<file path="src/rtl/free_list_allocator_macros.svh">
// ----------------------------------------------------------------------------
// Free list allocator assertion macros
// Assertion wrappers that compile away when SYNTH is defined.
// ----------------------------------------------------------------------------
`ifndef FREE_LIST_ALLOCATOR_MACROS_SVH
`define FREE_LIST_ALLOCATOR_MACROS_SVH

`ifndef SYNTH
// The property must hold at every clock edge outside reset.
`define FLA_ASSERT(lbl, clk, rst_n, prop) \
  lbl: assert property (@(posedge clk) disable iff (!rst_n) (prop)) \
    else $error("free list allocator assertion failed");
// The condition must never be true at a clock edge outside reset.
`define FLA_NEVER(lbl, clk, rst_n, cond) \
  lbl: assert property (@(posedge clk) disable iff (!rst_n) !(cond)) \
    else $error("free list allocator forbidden condition seen");
`else
`define FLA_ASSERT(lbl, clk, rst_n, prop)
`define FLA_NEVER(lbl, clk, rst_n, cond)
`endif

`endif

</file>
<file path="src/rtl/fla_pkg.sv">
// ----------------------------------------------------------------------------
// Free list allocator package
// Field widths and the codes shared by the allocator modules.
// ----------------------------------------------------------------------------
package fla_pkg;

  // Field widths of the request and result.
  localparam int unsigned BYTES_W   = 21;
  localparam int unsigned ADDR_W    = 16;
  localparam int unsigned STATUS_W  = 2;
  localparam int unsigned FIT_W     = 2;
  localparam int unsigned MINGROW_W = 17;
  // Byte count rounded up, and the width of the unit arithmetic.
  localparam int unsigned NEED_W    = BYTES_W + 1;

  // Operation codes.
  localparam logic OP_ALLOC = 1'b0;
  localparam logic OP_FREE  = 1'b1;

  // Status codes.
  localparam logic [STATUS_W-1:0] ST_DONE = 2'd0;
  localparam logic [STATUS_W-1:0] ST_NOP  = 2'd1;
  localparam logic [STATUS_W-1:0] ST_OOM  = 2'd2;

  // Fit strategies; any other code searches first fit.
  localparam logic [FIT_W-1:0] FIT_FIRST = 2'd1;
  localparam logic [FIT_W-1:0] FIT_BEST  = 2'd2;
  localparam logic [FIT_W-1:0] FIT_WORST = 2'd3;

  // Configuration register indexes.
  localparam logic CFG_FIT  = 1'b0;
  localparam logic CFG_GROW = 1'b1;

  // Register reset values.
  localparam logic [MINGROW_W-1:0] GROW_RESET = 17'd1024;

endpackage

</file>
<file path="src/rtl/fla_div.sv">
// ----------------------------------------------------------------------------
// Free list allocator unit divider
// Division by the unit size through a reciprocal multiply, result registered.
// ----------------------------------------------------------------------------
module fla_div #(
  parameter int unsigned UNIT_BYTES = 16
) (
  input  logic                        clk_i,
  input  logic                        rst_ni,
  input  logic                        start_i,
  input  logic [fla_pkg::NEED_W-1:0]  dividend_i,
  output logic                        done_o,
  output logic [fla_pkg::NEED_W-1:0]  quotient_o
);
  import fla_pkg::*;

  // With SHIFT = NEED_W + ceil(log2(UNIT_BYTES)) and RECIP = ceil(2**SHIFT / UNIT_BYTES),
  // (x * RECIP) >> SHIFT equals x / UNIT_BYTES for every NEED_W bit dividend.
  localparam int unsigned     SHIFT   = NEED_W + $clog2(UNIT_BYTES);
  localparam int unsigned     RW      = NEED_W + 1;
  localparam int unsigned     PW      = NEED_W + RW;
  localparam longint unsigned RECIP_L = ((64'd1 << SHIFT) + UNIT_BYTES - 1) / UNIT_BYTES;
  localparam logic [RW-1:0]   RECIP   = RW'(RECIP_L);

  logic              done_q;
  logic [NEED_W-1:0] quo_q;
  logic [PW-1:0]     prod;

  // Full product of the dividend and the reciprocal.
  assign prod = PW'(dividend_i) * PW'(RECIP);

  // The quotient is ready in the cycle after start.
  always_ff @(posedge clk_i or negedge rst_ni) begin
    if (!rst_ni) begin
      done_q <= 1'b0;
    end else begin
      done_q <= start_i;
    end
  end

  // Quotient register.
  always_ff @(posedge clk_i) begin
    if (start_i) begin
      quo_q <= NEED_W'(prod >> SHIFT);
    end
  end

  assign done_o     = done_q;
  assign quotient_o = quo_q;

endmodule
</file>
<file path="config.mk">
export PLATFORM = sky130hd
export DESIGN_NAME = fla_div
export DESIGN_NICKNAME = d
export VERILOG_FILES = /design/src/rtl/free_list_allocator_macros.svh /design/src/rtl/fla_pkg.sv /design/src/rtl/fla_div.sv
export SDC_FILE = /design/constraint.sdc
export NUM_CORES = 1
export LEC_CHECK = 0
export BUFFER_PORTS_ARGS = -buffer_cell sky130_fd_sc_hd__clkbuf_2
export CAP_MARGIN = 20
export CORE_UTILIZATION = 36
export DETAILED_ROUTE_END_ITERATION = 7
export PLACE_DENSITY_LB_ADDON = 0.12
export SYNTH_ARGS = -nofsm -noshare
export SYNTH_HDL_FRONTEND = slang
export SYNTH_SLANG_ARGS = --single-unit
</file>
<file path="constraint.sdc">
create_clock -name clk_i -period 0.8 [get_ports clk_i]
set_input_delay 0.04 -clock clk_i [delete_from_list [all_inputs] [get_ports clk_i]]
set_output_delay 0.04 -clock clk_i [all_outputs]
set_load 0.05 [all_outputs]
</file>
== Word level (Yosys, flattened, before mapping) ==
Index checks and enable logic that the tools add are counted.

* $add $sub $neg: 0
* Multipliers: 0
* Div/mod/pow operators: 0
* Order comparisons: 0
* Equal/unequal tests: 0
* Shift-type cells: 0
* Muxes and demuxes: 0
* Bitwise logic cells: 0
* Reduce and logical (&&, ||, !) cells: 0

* Register bits after elaboration: 19
* Bits in latches: 0
* RAM bits: 0
* Bits in read-only memories: 0
* Output and inout bits: 23
* Memories: 0

== Longest topological paths before layout ==
Gate-level depths: netlist of the first run.

* Depth in word-level cells: 0
* Gate-level depth with buffers: 1

== Worst setup path after synthesis of the first run ==
OpenSTA, ideal clock, no wires.

* Path kind: register to output
* Start point: reg quo_q[0] (netlist: quotient_o[0])
* End point: out quotient_o[0] in the netlist's numbering
* Arrival time: 0.601 ns
* Data required time: 0.760 ns
* Setup slack: 0.159 ns
* Cell stages (with the launch flop): 1
* Path buffers: 0
* Cell sequence: edfxtp_1

{| class="wikitable"
|+ RTL lines
! what !! RTL line !! text
|-
| start, declared || fla_div.sv:26 || <nowiki>logic [NEED_W-1:0] quo_q;</nowiki>
|-
| start signal, assigned || fla_div.sv:44 || <nowiki>quo_q <= NEED_W'(prod >> SHIFT);</nowiki>
|-
| end, declared || fla_div.sv:13 || <nowiki>output logic [fla_pkg::NEED_W-1:0] quotient_o</nowiki>
|}

No word-level cell between the ends.

== Worst setup path after layout of the first run ==
* Start point: reg quo_q[2] (netlist: quotient_o[2])
* End point: out quotient_o[2] in the netlist's numbering

No word-level cell between the ends.

==> results of run 1 <==
[metrics by stage]
stage	cells	total power, mW
6_report	102	2.32
5_1_grt	102	2.40
4_1_cts	102	2.32
3_5_place_dp	79	1.67
3_3_place_gp	79	1.66
2_1_floorplan	27	1.54
[repair_timing]
action	in CTS	in global routing
setup endpoints to repair	19	19
cloned	0	0
hold buffers	19	0
resized for setup	38	4
hold endpoints to repair	19	0
[final timing paths]
check / from / to / depth (start not counted)
max in group asynchronous: rst_ni / done_o$_DFF_PN0_ / 2
hold / removal: rst_ni / done_o$_DFF_PN0_ / 2
setup / recovery: quotient_o[2]$_DFFE_PP_ / quotient_o[2] / 1
min in group clk_i: start_i / done_o$_DFF_PN0_ / 2
[cell families after synthesis]
family	after synthesis
buffers and inverters	4
flip-flops	19
other	1
[layout make-up]
cell class	instances	area, um2	share of cell area [%]
repair buffers	59	577	47.9
flip-flops and latches	19	566	47.0
clock buffers	4	26.3	2.18
well taps	16	20.0	1.66
multi-input cells	4	15.0	1.25
[synth_stat cells]
cell / n
buf_4: 4
dfrtp_1: 1
conb_1: 1
edfxtp_1: 18
[flip-flops by register name, indices dropped and copies added, names as in the netlist]
signal	flops
done_o	1
quotient_o	18
[layer usage]
metal  share of wire (%)  wire, um  global-route usage (%)  vias up
li1                    -         -                       -      206
met1                  37       463                    15.0      198
met2                  57       717                    27.9       23
met3                 5.6        70                    3.83        0
met4                   0         0                    6.88        0
met5                   0         0                       0        -
[power by group through the flow]
stage / clock network, mW / logic (mW) / registers (mW)
2_1_floorplan: 0 / 0.0559 / 1.49
4_1_cts: 0.475 / 0.639 / 1.20
5_1_grt: 0.519 / 0.668 / 1.21
3_3_place_gp: 0 / 0.453 / 1.21
6_report: 0.460 / 0.649 / 1.21
3_5_place_dp: 0 / 0.454 / 1.21
==> run metrics, run 1 <==
number of buffers on the longest clock path=2; number of top-level pins=48; Post-Route Setup TNS=-1.98 ns; kind of cell adding the most delay to the critical path=flip-flops; number of hold-slack violations in the final timing report=0; Largest stage delay, worst path=0.41 ns; Highest Clock Rate=1080 MHz; most used cells in the layout excluding fill and tap cells=clkbuf_2 (20), dlygate4sd3_1 (19), edfxtp_1 (18), clkbuf_8 (15); die extent in x=42.8 um; Leak Pwr=0.525 nW; final standard cell utilization of the core=79.0%; Slew Viols, Final=0; Area contributors post-synth=edfxtp_1 (90%), buf_4 (5.0%), dfrtp_1 (4.2%), conb_1 (0.63%); Final Cell Area=1200 um2; kind of critical path=reg -> out; post-route fraction of the period consumed by the critical path=116%; synthesis warning total=0; cell with the biggest individual delay on the critical path=edfxtp_1; Reg power frac=52.2%; pin count of the biggest net entering global routing=20; post-CTS setup buffer count=0; final layout net count=112; post-synthesis sequential element count=19; area share of the leading cell type in the synthesized netlist=90.2%; pwr/cell area=1930 nW/um2; antenna-violating nets left=0; WL/cell=12.3 um; height of the die=42.8 um; violations in the final reports=setup timing; Tmin final=0.929 ns; Cell Area, Placed=816 um2; TritonCTS clock tree=done; detailed-route via count=427; routed wire length=1250 um; Via-to-Cell Ratio=4.19; proportion of power drawn by the clock network=19.9%; synth-to-layout area growth=101%; number of maximum-capacitance violations=0; Worst EP arrival=0.89 ns; count of input and output buffers=39; peak supply drop=1.21 mV; via count of the first global-routing pass=444; total iterations of the first detailed-routing run=2; Cell Int Power=1.64 mW; endpoint class of the critical path=output port; gate count of the mapped netlist=24; result of the run=finished, violations left; CP Buf/Inv Count=1; switch share=29.4%; post-synthesis cell type count=4; initial antenna violation count=0; TritonCTS sink count=19; routability congestion estimate from global placement=0.596; site row count=14; diode count=0; core area=1520 um2; total clock buffers created by CTS=3; combinational cell fraction of total power=28.0%; worst hold path type=in -> async; post-route worst hold slack=0.0558 ns; sequential-to-total area share from yosys stat=94.4%; overall die area=1830 um2; number of fill cells in the layout=92; GRT Overall Usage=14.9%; Final setup viols=19; most frequent standard cell in the layout excluding fill and tap cells=clkbuf_2; share of cells above drive strength 1=50.0%; net switching component of the power=0.681 mW; dominant combinational cell family by area after synthesis=buffers and inverters; unrepaired setup endpoints after global routing=true; first-pass GRT wire length=1880 um; DP Worst Slack=0.161 ns; fraction of synthesized area in multiplexers=0%; share of the synthesized area in compound gates (AO/OA/AOI/OAI)=0%; critical path cell sequence=clkbuf_8; overflow left after global routing=0; DRC violations left=0; kind of start point of the critical path=register; smallest setup slack after layout=-0.129 ns; starting density of the core=39.3%; xor and xnor fraction of the mapped netlist area=0%; root buffer selected by CTS=clkbuf_4; area of the mapped netlist=599 um2; Clock Pin Slew Worst Setup and Hold Paths=0.10 ns; endpoint required time on the critical path=0.76 ns; initial detailed-routing violation count=12; post-synthesis average cell area=25.0 um2; largest area contributor in the synthesized netlist=edfxtp_1; maximum level of the CTS H-tree=1; post-synthesis adder-cell area fraction=0%; crit path max fanout=1; Post-Synth Simple-Gate Area=0%
Power figures use the tool's default switching activity.
==> run 2: changes to the inputs <==
--- a/config.mk
+++ b/config.mk
@@ -7,7 +7,9 @@
 export LEC_CHECK = 0
 export BUFFER_PORTS_ARGS = -buffer_cell sky130_fd_sc_hd__clkbuf_2
 export CAP_MARGIN = 20
-export CORE_UTILIZATION = 36
+export CELL_PAD_IN_SITES_DETAIL_PLACEMENT = 0
+export CELL_PAD_IN_SITES_GLOBAL_PLACEMENT = 1
+export CORE_UTILIZATION = 28
 export DETAILED_ROUTE_END_ITERATION = 7
 export PLACE_DENSITY_LB_ADDON = 0.12
 export SYNTH_ARGS = -nofsm -noshare
==> run metrics, run 2 (synthesis results as in run 1) <==
cell with the biggest individual delay on the critical path=edfxtp_1; Slew Viols, Final=0; overall die area=2330 um2; CP Buf/Inv Count=1; Final setup viols=19; overflow left after global routing=0; GRT Overall Usage=10.7%; met2 routing resource usage after global routing=22.4%; kind of cell adding the most delay to the critical path=flip-flops; number of fill cells in the layout=146; crit path max fanout=1; antenna-violating nets left=0; endpoint of the worst hold path=done_o$_DFF_PN0_; post-CTS setup buffer count=0; number of hold-slack violations in the final timing report=0; detailed-route via count=418; initial antenna violation count=0; result of the run=finished, violations left; critical path cell sequence=clkbuf_8; worst hold path type=in -> reg; die extent in x=48.3 um; WL/cell=10.2 um; DP Worst Slack=0.154 ns; DRC violations left=0; synth-to-layout area growth=103%; origin of the worst min-delay path=start_i; Global Route met3 Usage=2.22%; number of maximum-capacitance violations=0; most frequent standard cell in the layout excluding fill and tap cells=clkbuf_2; initial detailed-routing violation count=0; TritonCTS clock tree=done; diode count=0; violations in the final reports=setup timing; first-pass GRT wire length=1630 um; Worst EP arrival=0.87 ns; kind of start point of the critical path=register; site row count=16; Highest Clock Rate=1090 MHz; peak supply drop=1.62 mV; unrepaired setup endpoints after global routing=true; final layout net count=112; footprint of the multi-input gates=15.0 um2; pin count of the biggest net entering global routing=20; endpoint class of the critical path=output port; smallest setup slack after layout=-0.115 ns; flip-flop count of the largest register, all copies and words added=18; total iterations of the first detailed-routing run=1; Largest stage delay, worst path=0.40 ns; height of the die=48.3 um; core area=1980 um2; root buffer selected by CTS=clkbuf_4; post-route fraction of the period consumed by the critical path=114%; pwr/cell area=1890 nW/um2; count of input and output buffers=39; most used cells in the layout excluding fill and tap cells=clkbuf_2 (20), dlygate4sd3_1 (19), clkbuf_8 (18), edfxtp_1 (18), conb_1 (4); number of top-level pins=48; total clock buffers created by CTS=3; via count of the first global-routing pass=419; kind of critical path=reg -> out; maximum level of the CTS H-tree=1; routability congestion estimate from global placement=0.608; starting density of the core=30.2%; cell count of the worst hold path=2; endpoint required time on the critical path=0.76 ns; Leak Pwr=0.527 nW; Final Cell Area=1210 um2; Cell Area, Placed=830 um2; number of buffers on the longest clock path=2; TritonCTS sink count=19; met1 track utilization from global routing=9.83%; share of cells above drive strength 1=51.2%; Clock Pin Slew Worst Setup and Hold Paths=0.11 ns; Via-to-Cell Ratio=3.70; busiest layer in global routing=met2; routed wire length=1150 um; Tmin final=0.915 ns; Sequential Area=566 um2
run 2: metal layers:
metal / share of wire (%) / up-vias
met5: 0 / -
met4: 0 / 0
met3: 4.3 / 0
met2: 65 / 21
met1: 31 / 190
li1: - / 207
run 2: through the flow:
step,hold slack (ns),instances,total power [mW],utilization [%],TNS (ns)
floorplan,-0.256,27,1.54,-,0
global placement,-0.185,90,1.66,41.9,0
detailed placement,-0.184,90,1.67,41.9,0
CTS,0.0421,113,2.31,61.2,-2.06
global route,0.0497,113,2.38,61.3,-2.49
finish,0.0543,113,2.30,61.3,-1.82
run 2: report_power, final:
group	total (mW)	leakage [nW]	switching [mW]	internal (mW)
sequential	1.20	0.188	0.0291	1.17
clock	0.453	0.0177	0.267	0.185
combinational	0.642	0.322	0.377	0.265
run 2: worst max path at each step:
stage | start | endpoint | slack, ns | depth (start not counted)
after floorplan | quotient_o[0]$_DFFE_PP_ | quotient_o[0] | 0.16 | 0
after global placement | quotient_o[6]$_DFFE_PP_ | quotient_o[6] | 0.18 | 1
after detailed placement | quotient_o[15]$_DFFE_PP_ | quotient_o[15] | 0.15 | 1
after CTS | quotient_o[15]$_DFFE_PP_ | quotient_o[15] | -0.13 | 1
after global routing | quotient_o[15]$_DFFE_PP_ | quotient_o[15] | -0.14 | 1
final | quotient_o[14]$_DFFE_PP_ | quotient_o[14] | -0.11 | 1
run 2: final cells by class:
cell class	count	share of cell area [%]
repair buffers	59	47.2
flip-flops and latches	19	46.5
well taps	27	2.78
clock buffers	3	1.85
multi-input cells	4	1.24
clock inverters	1	0.412
run 2: what timing repair did:
item | 4_1_cts | 5_1_grt
hold buffers | 19 | 0
endpoints found under the hold margin | 19 | 0
endpoints found under the setup margin | 19 | 19
resized for setup | 38 | 1
pin swaps | 0 | 0
==> run 3: changes to the inputs <==
--- a/config.mk
+++ b/config.mk
@@ -10,8 +10,10 @@
 export CELL_PAD_IN_SITES_DETAIL_PLACEMENT = 0
 export CELL_PAD_IN_SITES_GLOBAL_PLACEMENT = 1
 export CORE_UTILIZATION = 28
+export CTS_CLUSTER_SIZE = 16
 export DETAILED_ROUTE_END_ITERATION = 7
 export PLACE_DENSITY_LB_ADDON = 0.12
+export SETUP_SLACK_MARGIN = 0.5
 export SYNTH_ARGS = -nofsm -noshare
 export SYNTH_HDL_FRONTEND = slang
 export SYNTH_SLANG_ARGS = --single-unit
==> constraint.sdc (replaced) <==
create_clock -name clk_i -period 0.87 [get_ports clk_i]
set_input_delay 0.0435 -clock clk_i [delete_from_list [all_inputs] [get_ports clk_i]]
set_output_delay 0.0435 -clock clk_i [all_outputs]
set_load 0.05 [all_outputs]
==> run metrics, run 3 (synthesis results as in run 1) <==
initial detailed-routing violation count=3; kind of cell adding the most delay to the critical path=flip-flops; Sequential Area=567 um2; worst hold path type=in -> reg; violations in the final reports=hold timing, setup timing; height of the die=48.3 um; count of input and output buffers=39; share of cells above drive strength 1=64.7%; antenna-violating nets left=0; Largest stage delay, worst path=0.42 ns; origin of the worst min-delay path=dividend_i[20]; first-pass GRT wire length=1230 um; WL/cell=10.1 um; Clock Pin Slew Worst Setup and Hold Paths=0.10 ns; Tmin final=0.918 ns; flip-flop count of the largest register, all copies and words added=18; Highest Clock Rate=1090 MHz; Slew Viols, Final=0; GRT Overall Usage=8.42%; number of fill cells in the layout=170; Final Cell Area=1040 um2; unrepaired setup endpoints after global routing=true; peak supply drop=1.05 mV; kind of critical path=reg -> out; synth-to-layout area growth=73.3%; overall die area=2330 um2; endpoint of the worst hold path=quotient_o[16]$_DFFE_PP_; number of top-level pins=48; routability congestion estimate from global placement=0.569; pwr/cell area=1980 nW/um2; most used cells in the layout excluding fill and tap cells=clkbuf_2 (20), edfxtp_1 (18), clkbuf_8 (15), conb_1 (4), buf_8 (4); smallest setup slack after layout=-0.0483 ns; die extent in x=48.3 um; hold-fix buffer count after cts=1; footprint of the multi-input gates=15.0 um2; critical path cell sequence=buf_8; Cell Area, Placed=831 um2; Leak Pwr=0.449 nW; post-CTS setup buffer count=0; starting density of the core=30.2%; detailed-route via count=358; CP Buf/Inv Count=1; TritonCTS clock tree=done; Post-Route Setup TNS=-0.514 ns; total iterations of the first detailed-routing run=2; overflow left after global routing=0; root buffer selected by CTS=clkbuf_4; DP Worst Slack=0.219 ns; number of hold-slack violations in the final timing report=18; number of buffers on the longest clock path=2; maximum level of the CTS H-tree=1; final layout net count=94; pin count of the biggest net entering global routing=20; via count of the first global-routing pass=270; number of maximum-capacitance violations=0; endpoint required time on the critical path=0.83 ns; result of the run=finished, violations left; endpoint class of the critical path=output port; Worst EP arrival=0.87 ns; routed wire length=960 um; initial antenna violation count=0; core area=1980 um2; total chip power=2.05 mW; post-route worst hold slack=-0.0705 ns; Via-to-Cell Ratio=3.77; kind of start point of the critical path=register; cell with the biggest individual delay on the critical path=edfxtp_1; final standard cell utilization of the core=52.4%; diode count=0; Final setup viols=19; most frequent standard cell in the layout excluding fill and tap cells=clkbuf_2; crit path max fanout=1; cell count of the worst hold path=1; critical path launch point=quotient_o[0]$_DFFE_PP_; DRC violations left=0; site row count=16; total clock buffers created by CTS=3; post-route fraction of the period consumed by the critical path=106%; TritonCTS sink count=19
-- run 3: changes by cell type in the layout (fill, tap and decap cells not counted) --
cell	previous run	this run
dfrtp_1	1	0
clkinv_2	1	0
dlygate4sd3_1	19	1
dfrtp_2	0	1
clkbuf_8	18	15
buf_8	1	4
clkbuf_1	0	1
-- run 3: report_power, final --
part | switching [mW] | internal, mW
Clock | 0.238 | 0.178
Sequential | 0.0294 | 1.08
Combinational | 0.333 | 0.196
Total | 0.600 | 1.45
-- run 3: timing repair --
action / CTS / global route
gates cloned: 0 / 0
pin swaps: 0 / 0
endpoints found under the setup margin: 19 / 19
resized for setup: 38 / 4
hold endpoints to repair: 19 / 18
-- run 3: area by class of cell --
class                           instances  area share (%)
Multi-Input combinational cell          4            1.45
Timing Repair Buffer                   41            38.2
Tap cell                               27            3.25
Sequential cell                        19            54.6
Clock buffer                            4            2.53
-- run 3: worst max-delay path by stage --
stage	end	cells after the start	slack, ns
2_1_floorplan	quotient_o[0]	0	0.23
3_3_place_gp	done_o	1	0.23
3_5_place_dp	quotient_o[5]	1	0.22
4_1_cts	quotient_o[5]	1	-0.07
5_1_grt	quotient_o[7]	1	-0.10
6_report	quotient_o[0]	1	-0.05
-- run 3: through the flow --
step	hold WS, ns	cells
floorplan	-0.252	27
global placement	-0.178	90
detailed placement	-0.176	90
CTS	-0.0804	95
global route	-0.0937	95
finish	-0.0705	95
-- run 3: layer usage --
layer | vias up | global-route usage, % | share of wire (%) | routed length [um]
met4 | 0 | 5.00 | 0 | 0
met2 | 23 | 13.3 | 57 | 551
met3 | 0 | 3.70 | 8.5 | 82
met5 | - | 0 | 0 | 0
li1 | 170 | - | - | -
met1 | 165 | 9.33 | 34 | 326
